--- src/hw/rtl/npfl_pkg.sv ---
// Package with the constants, types and state encoding of the nearest-point field lookup.
package npfl_pkg;

    localparam int TABLE_DEPTH = 1024;
    localparam int IDX_BITS    = $clog2(TABLE_DEPTH);
    localparam int COUNT_BITS  = IDX_BITS + 1;
    localparam int COORD_BITS  = 24;
    localparam int FIELD_BITS  = 32;
    localparam int SQ_BITS     = 2 * COORD_BITS;
    localparam int DIST_BITS   = SQ_BITS + 2;
    localparam int AXES        = 3;

    localparam logic CMD_LOAD  = 1'b0;
    localparam logic CMD_QUERY = 1'b1;

    typedef logic signed [COORD_BITS-1:0] coord_t;
    typedef logic signed [FIELD_BITS-1:0] field_t;
    typedef logic [IDX_BITS-1:0]          idx_t;
    typedef logic [COUNT_BITS-1:0]        count_t;
    typedef logic [DIST_BITS-1:0]         dist_t;

    typedef coord_t [AXES-1:0] pos_t;
    typedef field_t [AXES-1:0] fvec_t;

    typedef enum logic [2:0] {
        ST_IDLE,
        ST_SCAN,
        ST_DRAIN,
        ST_FETCH,
        ST_FINISH
    } npfl_state_t;

    typedef struct packed {
        logic load_we;
        logic start;
        logic issue;
        logic fetch;
        logic finish;
    } npfl_cmd_t;

    typedef struct packed {
        logic scan_done;
        logic pipe_busy;
        logic out_free;
    } npfl_status_t;

    typedef struct packed {
        logic  found;
        idx_t  index;
        fvec_t field;
    } npfl_result_t;

    function automatic logic [COORD_BITS-1:0] abs_diff(coord_t a, coord_t b);
        logic [COORD_BITS:0] d;
        logic [COORD_BITS:0] m;
        d = {a[COORD_BITS-1], a} - {b[COORD_BITS-1], b};
        m = d[COORD_BITS] ? (~d + 1'b1) : d;
        return m[COORD_BITS-1:0];
    endfunction

endpackage

--- src/hw/rtl/npfl_ctrl.sv ---
// Controller state machine that sequences loads, the table scan and the result fetch.
module npfl_ctrl
    import npfl_pkg::*;
(
    input  logic         clk,
    input  logic         rst_n,
    input  logic         in_valid,
    input  logic         in_cmd,
    output logic         in_ready,
    input  npfl_status_t status,
    output npfl_cmd_t    cmd
);

    npfl_state_t state_reg;
    npfl_state_t state_next;

    always_ff @(posedge clk or negedge rst_n)
    begin
        if (!rst_n)
        begin
            state_reg <= ST_IDLE;
        end
        else
        begin
            state_reg <= state_next;
        end
    end

    always_comb
    begin
        state_next = state_reg;
        unique case (state_reg)
            ST_IDLE:
            begin
                if (in_valid && in_cmd == CMD_QUERY)
                begin
                    state_next = ST_SCAN;
                end
            end
            ST_SCAN:
            begin
                if (status.scan_done)
                begin
                    state_next = ST_DRAIN;
                end
            end
            ST_DRAIN:
            begin
                if (!status.pipe_busy)
                begin
                    state_next = ST_FETCH;
                end
            end
            ST_FETCH:
            begin
                state_next = ST_FINISH;
            end
            ST_FINISH:
            begin
                if (status.out_free)
                begin
                    state_next = ST_IDLE;
                end
            end
            default:
            begin
                state_next = ST_IDLE;
            end
        endcase
    end

    always_comb
    begin
        in_ready = 1'b0;
        cmd      = '0;
        unique case (state_reg)
            ST_IDLE:
            begin
                in_ready    = 1'b1;
                cmd.load_we = in_valid && in_cmd == CMD_LOAD;
                cmd.start   = in_valid && in_cmd == CMD_QUERY;
            end
            ST_SCAN:
            begin
                cmd.issue = !status.scan_done;
            end
            ST_DRAIN:
            begin
            end
            ST_FETCH:
            begin
                cmd.fetch = 1'b1;
            end
            ST_FINISH:
            begin
                cmd.finish = status.out_free;
            end
            default:
            begin
            end
        endcase
    end

endmodule

--- config.mk ---
export PLATFORM = sky130hd
export DESIGN_NAME = npfl_ctrl
export DESIGN_NICKNAME = d
export VERILOG_FILES = /design/src/hw/rtl/npfl_pkg.sv /design/src/hw/rtl/npfl_ctrl.sv
export SDC_FILE = /design/constraint.sdc
export NUM_CORES = 1
export LEC_CHECK = 0
export BUFFER_PORTS_ARGS = -buffer_cell sky130_fd_sc_hd__buf_4
export CAP_MARGIN = 40
export CORE_AREA = 2 2 39 41
export CTS_BUF_LIST = sky130_fd_sc_hd__clkbuf_4 sky130_fd_sc_hd__clkbuf_8 sky130_fd_sc_hd__clkbuf_16
export CTS_CLUSTER_SIZE = 25
export DETAILED_ROUTE_END_ITERATION = 10
export DIE_AREA = 0 0 41 43
export SETUP_SLACK_MARGIN = 0.5
export SYNTH_ARGS = -nofsm -noshare
export SYNTH_HDL_FRONTEND = slang
export SYNTH_SLANG_ARGS = --single-unit
--- constraint.sdc ---
create_clock -name clk -period 1.65 [get_ports clk]
set_input_delay 0.0825 -clock clk [delete_from_list [all_inputs] [get_ports clk]]
set_output_delay 0.0825 -clock clk [all_outputs]
set_load 0.03 [all_outputs]
==> results of run 1 <==
## report_power, final
group	leakage [nW]	switching, mW	internal, mW
sequential	0.0351	0.0705	0.107
combinational	0.151	0.192	0.247
clock	0.0184	0.0358	0.107
## routing by layer
layer	routed length [µm]	vias to the layer above	track usage
met5	0	-	0
met4	0	0	0.02000
met3	83	0	0.07853
met2	260	15	0.1125
met1	297	106	0.1230
li1	-	114	-
## layout by cell type, fill, tap and decap left out, types with 2 or more instances in the layout
cell,Yosys,final
clkbuf_4,0,4
buf_6,0,5
dfrtp_2,0,3
buf_4,0,13
and3_4,0,2
## stage by stage
step / instance area (µm²) / power (mW)
floorplan: 209.0 / 0.3659
global placement: 319.1 / 0.4696
detailed placement: 319.1 / 0.4709
CTS: 405.4 / 0.7091
global route: 435.4 / 0.8084
finish: 435.4 / 0.7592
## path summary, 6_finish.rpt
kind                         startpoint            to  slack, ns  cells past startpoint
max                        state_reg[1]        cmd[4]       0.31                      3
min                              in_cmd  state_reg[0]       0.12                      2
max reg2reg                state_reg[1]  state_reg[2]       0.46                      4
min reg2reg                state_reg[2]  state_reg[1]       0.56                      1
max in group asynchronous         rst_n  state_reg[1]       1.35                      2
min in group asynchronous         rst_n  state_reg[2]       0.19                      2
## final cells by class
cell class / count / share of cell area
repair buffers: 19 / 0.3764
flip-flops and latches: 3 / 0.1810
inverters: 1 / 0.008621
well taps: 16 / 0.04598
multi-input cells: 13 / 0.3190
clock buffers: 4 / 0.06897
## cell families after synthesis
group / Yosys count / synth area share
AOI/OAI and AO/OA: 3 / 0.1284
buffers and inverters: 1 / 0.02025
DFF: 3 / 0.4054
and+or+nand+nor: 10 / 0.4460
## critical path, cell delays in order, from the launching register on
cell and delay (ns):
dfrtp_2 0.45, nor3_4 0.24, and3b_2 0.22, buf_6 0.13
## timing repair
item / 4_1_cts / 5_1_grt
resized for setup: 5 / 4
hold buffers: 1 / 0
setup endpoints to repair: 6 / 8
endpoints found under the hold margin: 3 / 0
setup buffers: 4 / 2
pin swaps: 3 / 3
==> impl_metrics.csv, run 1 <==
group,metric,value,unit
layout,n_antenna_cell,0,
drt,drtAntennaViolNets,0,
pwr,leakage,0.2042,nW
clock_tree,clkTransAtPathRegs,0.03,ns
grt,antenna_found_initial,0,
layout,fin_util,0.3146,
logic_synthesis,syn-mean-instance-area,10.89,µm²
timing,skew,0.002891,ns
grt,grt_pass1_wl,1021,µm
grt,grt_usage,0.09256,
clock_tree,clock_sinks,3,
layout,drive_gt1_frac,0.7750,
worst_setup_path,startpoint_type,"flip-flop",
logic_synthesis,async_flop_share,1.000,
drt,drt-total-wl,642,µm
drt,route.detailed.drc,0,
timing,finalCriticalPeriod,1.342,ns
grt,grt_max_degree,8,
logic_synthesis,synth-main-ff-cell,"dfrtp_1",
clock_tree,cts_max_level,1,
clock_tree,cts_tree,"built",
timing,period_share,0.8134,
placed_design,hpwl,458.7,µm
timing,slew_viol_final,0,
logic_synthesis,yosys.area.top_type,"dfrtp_1",
timing,final.setup.worst_slack,0.3078,ns
worst_setup_path,end_kind,"primary output",
timing,max_freq,0.7451,GHz
drt,dr.pass1.iters,2,
worst_setup_path,crit_required,1.57,ns
timing,tns,0,ns
timing,hold_violations,0,
clock_tree,cts.path.max_buffers,2,
logic_synthesis,synth_top_area_share,0.4054,
placed_design,pre_cts_slack,0.5111,ns
clock_tree,cts_made_buffers,3,
pwr,max-vdd-ir-drop,0.0007404,V
worst_setup_path,cp_max_fo,5,
die,placementRows,14,
logic_synthesis,ys_seq_area_frac,0.4054,
pwr,powerDensity,1744,mW/mm²
layout,fin_cells,56,
clock_tree,clk_latency,0.23,ns
logic_synthesis,syn_nets,24,
grt,grt_pass1_vias,237,
placed_design,gp_congestion,0.8075,
worst_hold_path,hold_class,"in2reg",
die,start_util,0.1338,
worst_setup_path,crit_type,"reg2out",
drt,wl_per_cell,11.46,µm
logic_synthesis,yosysWarnings,0,
die,core_area,0.001384,mm²
timing,tightest_slew,0.2463,ns
placed_design,portBuffers,12,
placed_design,dp_cells,45,
timing,setup_viol,0,
die,io_pins,13,
layout,nNetsFinal,48,
logic_synthesis,synth-edff-count,0,
die,die_height,43,µm
die,dieWidth,41,µm
logic_synthesis,synth_commonest_cells,"dfrtp_1, and3b_1",
layout,areaGrowthSynthToFinish,135.1,%
layout,fillers,150,
drt,vias,235,
grt,grt-ovfl-total,0,
logic_synthesis,postSynthRegisterBits,3,
run_status,outcome,"finished clean",
worst_setup_path,arrival,1.26,ns
logic_synthesis,netlist_area,185.2,µm²
logic_synthesis,syn-instance-count,17,
run,cap_violations,0,
drt,viasPerCell,4.196,
clock_tree,cts_root_buf,"clkbuf_4",
logic_synthesis,ys_types,14,
timing,rsz0062_at_grt,"yes",
timing,holdWs,0.1237,ns
layout,largest_reg_flops,3,
drt,drtIter0Drc,6,
logic_synthesis,synthTopCellsByArea,"dfrtp_1, and3b_1, nor4b_2",
die,dieArea,0.001763,mm²
timing,relSlewSlack,0.8335,
layout,multi_input_area,138.9,µm²
layout,regArea,78.83,µm²
logic_synthesis,synth_most_common_cell,"dfrtp_1",
(Power assumes the default switching activity.)
==> run 2, diff against run 1 <==
- clock period: 1.65 -> 1.3 ns (I/O delays scaled with it)
==> run 2 against run 1 <==
Die area stayed put. Utilization is 0.090 points higher. Largest power group unchanged. Register-to-register slack worse by 0.26 ns. Count of clock-buffer cells in the layout stayed put. Clock skew is 0.0028 ns lower. Hold slack worse by 0.012 ns. Clock power is 27% higher. Final area is 0.29% higher. Sequential share of layout area is 0.052 points lower. Critical endpoint unchanged. Setup slack worse by 0.30 ns.
==> impl_metrics.csv, run 2 (synthesized netlist as in run 1, its figures left out) <==
group,metric,value,unit
run_status,outcome,"finished clean",
timing,hold_violations,0,
die,dieWidth,41,µm
timing,final.setup.worst_slack,0.006558,ns
timing,tightest_slew,0.2580,ns
grt,grt_usage,0.09265,
placed_design,pre_cts_slack,0.1983,ns
pwr,powerDensity,2177,mW/mm²
clock_tree,cts_max_level,1,
timing,holdWs,0.1115,ns
clock_tree,clock_sinks,3,
run,cap_violations,0,
layout,areaGrowthSynthToFinish,135.8,%
clock_tree,clkTransAtPathRegs,0.04,ns
layout,mostFrequentLayoutCells,"buf_4, buf_6, clkbuf_4",
grt,antenna_found_initial,0,
drt,viasPerCell,4.268,
timing,rsz0062_at_grt,"yes",
worst_setup_path,cp_max_fo,6,
layout,drive_gt1_frac,0.7750,
placed_design,portBuffers,12,
timing,relSlewSlack,0.8256,
timing,skew,0.0001016,ns
layout,fin_cells,56,
worst_setup_path,r2r-start,"state_reg[0]",
die,core_area,0.001384,mm²
worst_setup_path,crit_required,1.24,ns
drt,dr.pass1.iters,4,
layout,multi_input_area,132.6,µm²
drt,route.detailed.drc,0,
worst_setup_path,critPathLaunch,"state_reg[0]",
drt,drt-total-wl,626,µm
placed_design,gp_congestion,0.7307,
grt,grt_pass1_vias,226,
layout,n_antenna_cell,0,
die,dieArea,0.001763,mm²
timing,max_freq,0.7731,GHz
clock_tree,cts_made_buffers,3,
timing,slew_viol_final,0,
layout,final_common_cell,"buf_4",
layout,regArea,78.83,µm²
pwr,finalPower,950.5,µW
grt,grt_max_degree,7,
worst_hold_path,hp-start,"in_valid",
worst_setup_path,arrival,1.23,ns
worst_setup_path,crit_type,"reg2out",
clock_tree,cts_root_buf,"clkbuf_4",
pwr,max-vdd-ir-drop,0.0009588,V
die,placementRows,14,
layout,fillers,148,
timing,tns,0,ns
layout,largest_reg_flops,3,
die,io_pins,13,
grt,grt-ovfl-total,0,
drt,wl_per_cell,11.18,µm
die,start_util,0.1338,
drt,vias,239,
clock_tree,clk_latency,0.23,ns
timing,finalCriticalPeriod,1.293,ns
layout,nNetsFinal,48,
clock_tree,cts_tree,"built",
drt,drtAntennaViolNets,0,
worst_setup_path,end_kind,"primary output",
placed_design,dp_cells,45,
pwr,leakage,0.2037,nW
timing,setup_viol,0,
die,die_height,43,µm
drt,drtIter0Drc,3,
grt,grt_pass1_wl,1000,µm
worst_setup_path,startpoint_type,"flip-flop",
worst_hold_path,hold_class,"in2reg",
clock_tree,cts.path.max_buffers,2,
timing,period_share,0.9950,
==> run 2: cell counts in the layout (fill, tap and decap cells not counted) <==
Identical to the previous run, type by type.
==> run 2: where the power goes <==
| part | internal, mW | switching [mW] | leakage, nW |
|---|---|---|---|
| Sequential | 0.136 | 0.0784 | 0.0351 |
| Combinational | 0.316 | 0.238 | 0.150 |
| Clock | 0.136 | 0.0464 | 0.0184 |
==> run 2: worst paths after layout <==
kind                                endpoint  slack (ns)  cells after the start
worst min register to register  state_reg[1]        0.66                      2
min in group asynchronous       state_reg[2]        0.16                      2
worst max register to register  state_reg[2]        0.20                      3
max in group asynchronous       state_reg[0]        1.03                      2
worst max-delay path                  cmd[4]       0.007                      3
worst min-delay path            state_reg[0]        0.11                      2
==> run 2: worst max-delay path, cell delays in order (launching register included) <==
cell     delay (ns)
dfrtp_2        0.44
nor3_4         0.21
and3b_2        0.21
buf_6          0.13
==> run 2: repair_timing <==
| action | 4_1_cts | 5_1_grt |
|---|---|---|
| setup endpoints to repair | 9 | 9 |
| hold buffers | 1 | 0 |
| pin swaps | 5 | 2 |
| hold endpoints to repair | 3 | 0 |
| gates resized for setup | 7 | 0 |
| buffers inserted | 5 | 1 |
==> run 2: through the flow <==
stage               area, µm²    util
floorplan               215.2       -
global placement        325.3  0.2351
detailed placement      325.3  0.2351
CTS                     429.2  0.3101
global route            436.7  0.3156
finish                  436.7  0.3156
==> run 2: area by class of cell <==
| class | count | area share |
|---|---|---|
| flip-flops and latches | 3 | 0.1805 |
| inverters | 1 | 0.008596 |
| repair buffers | 19 | 0.3925 |
| well taps | 16 | 0.04585 |
| multi-input cells | 13 | 0.3037 |
| clock buffers | 4 | 0.06877 |
==> run 2: routing by layer <==
layer / vias up / share of wire / global-route usage
met1: 106 / 0.49 / 0.1299
li1: 114 / - / -
met4: 0 / 0.0080 / 0.06000
met2: 17 / 0.37 / 0.08750
met5: - / 0 / 0
met3: 2 / 0.14 / 0.07853
==> run 3, diff against run 2 <==
- PLACE_DENSITY_LB_ADDON: not set -> 0.05
==> run 3 against run 2 <==
First-iteration DRC count stayed put. Highest routed layer is now met3. Register-to-register slack hardly changed. Largest power group unchanged. Clock skew grew 0.0017 ns. Largest cell class is now multi-input combinational cells. Utilization fell by 0.27 points. Via count shrank 11%. Setup slack lost 0.0039 ns.
==> impl_metrics.csv, run 3 (synthesized netlist as in run 1, its figures left out) <==
group,metric,value,unit
worst_hold_path,hold_class,"in2reg",
grt,grt_pass1_wl,972,µm
placed_design,hpwl,405.9,µm
timing,holdWs,0.1381,ns
clock_tree,cts_root_buf,"clkbuf_4",
drt,met3_length,33,µm
drt,met2WireLength,304,µm
worst_hold_path,hp-start,"in_valid",
layout,final_cell_area,432.9,µm²
grt,grt_max_degree,8,
drt,top_layer_used,"met3",
grt,grt-ovfl-total,0,
worst_setup_path,startpoint_type,"flip-flop",
drt,route.detailed.drc,0,
timing,tightest_slew,0.2527,ns
grt,grt_usage,0.08459,
die,dieWidth,41,µm
worst_setup_path,end_kind,"primary output",
layout,largest_reg_flops,3,
timing,finalCriticalPeriod,1.297,ns
clock_tree,clkTransAtPathRegs,0.04,ns
die,io_pins,13,
layout,nNetsFinal,46,
die,die_height,43,µm
pwr,powerDensity,2172,mW/mm²
worst_setup_path,crit_required,1.24,ns
pwr,max-vdd-ir-drop,0.001019,V
timing,skew,0.001783,ns
die,start_util,0.1338,
worst_setup_path,reg2reg_to,"state_reg[2]",
drt,drtIter0Drc,3,
worst_hold_path,min_to,"state_reg[0]",
layout,final_common_cell,"buf_4",
clock_tree,cts_max_level,1,
grt,antenna_found_initial,0,
layout,mostFrequentLayoutCells,"buf_4, buf_6, clkbuf_4",
drt,vias,212,
worst_setup_path,crit_type,"reg2out",
placed_design,dpl_cell_area,325.3,µm²
worst_setup_path,arrival,1.23,ns
drt,viasPerCell,3.926,
pwr,leakage,0.1957,nW
clock_tree,cts.path.max_buffers,2,
die,dieArea,0.001763,mm²
die,core_area,0.001384,mm²
timing,period_share,0.9980,
worst_setup_path,rrSetupSlack,0.20,ns
placed_design,portBuffers,12,
timing,rsz0062_at_grt,"yes",
worst_setup_path,rr_worst_depth,3,
layout,areaGrowthSynthToFinish,133.8,%
drt,wl_per_cell,10.59,µm
grt,grt_pass1_vias,246,
drt,wl_met1,234,µm
timing,slew_viol_final,0,
timing,hold_violations,0,
layout,n_antenna_cell,0,
clock_tree,cts_tree,"built",
clock_tree,clock_sinks,3,
timing,setup_viol,0,
clock_tree,cts_made_buffers,3,
run_status,outcome,"finished clean",
run,cap_violations,0,
drt,dr.pass1.iters,4,
worst_hold_path,hold_depth,2,
timing,relSlewSlack,0.8308,
drt,drtAntennaViolNets,0,
drt,drt-total-wl,572,µm
timing,max_freq,0.7708,GHz
die,placementRows,14,
layout,drive_gt1_frac,0.8158,
placed_design,gp_congestion,0.6151,
worst_setup_path,cp_max_fo,4,
worst_setup_path,r2r-start,"state_reg[2]",
clock_tree,clk_latency,0.23,ns
run 3: changes by cell type in the layout (fill, tap and decap cells not counted), sizes merged:
cell  delta
buf      -2
run 3: power breakdown:
group	internal, mW	switching (mW)	total (mW)	leakage [nW]
clock network	0.136	0.0436	0.179	0.0184
registers	0.136	0.0839	0.220	0.0351
logic	0.298	0.243	0.541	0.142
run 3: final cells by class:
type	instances	area, µm²
timing repair buffer	17	148.9
clock buffer	4	30.03
tap	16	20.02
sequential	3	78.83
multi-input combinational	13	151.4
inverter	1	3.754
fill	152	950.9
run 3: repair_timing:
item,CTS,global route
hold buffers,1,0
gates resized for setup,5,3
gates cloned,0,0
setup endpoints to repair,9,9
hold endpoints to repair,3,0
pin swaps,5,2
buffers inserted,2,2
run 3: per-stage QoR:
step           power (mW)  TNS [ns]  cells    util  setup WS [ns]
6_report           0.9403         0     54  0.3128       0.002623
5_1_grt             1.013   -0.1795     54  0.3128       -0.05035
4_1_cts            0.8879  -0.01316     52  0.2884       -0.01023
3_5_place_dp       0.6116         0     45  0.2351         0.1933
3_3_place_gp       0.6108         0     45  0.2351         0.2101
2_1_floorplan      0.4726         0     17       -        0.06134
run 3: critical path, stage by stage (launching register included):
cell and delay [ns]:
dfrtp_2 0.45, nor3_4 0.22, and3b_2 0.21, buf_6 0.12
run 3: worst max path at each step:
stage / end / slack [ns] / from / cells past startpoint
2_1_floorplan: cmd[4] / 0.06 / state_reg[0] / 2
3_3_place_gp: cmd[4] / 0.21 / state_reg[1] / 3
3_5_place_dp: cmd[3] / 0.19 / state_reg[0] / 3
4_1_cts: cmd[4] / -0.01 / state_reg[2] / 3
5_1_grt: cmd[4] / -0.05 / state_reg[2] / 3
6_report: cmd[4] / 0.003 / state_reg[2] / 3
run 3: per-layer routing:
layer / track usage / vias to the layer above
li1: - / 107
met1: 0.09091 / 97
met2: 0.1250 / 8
met3: 0.02094 / 0
met4: 0.08000 / 0
met5: 0 / -
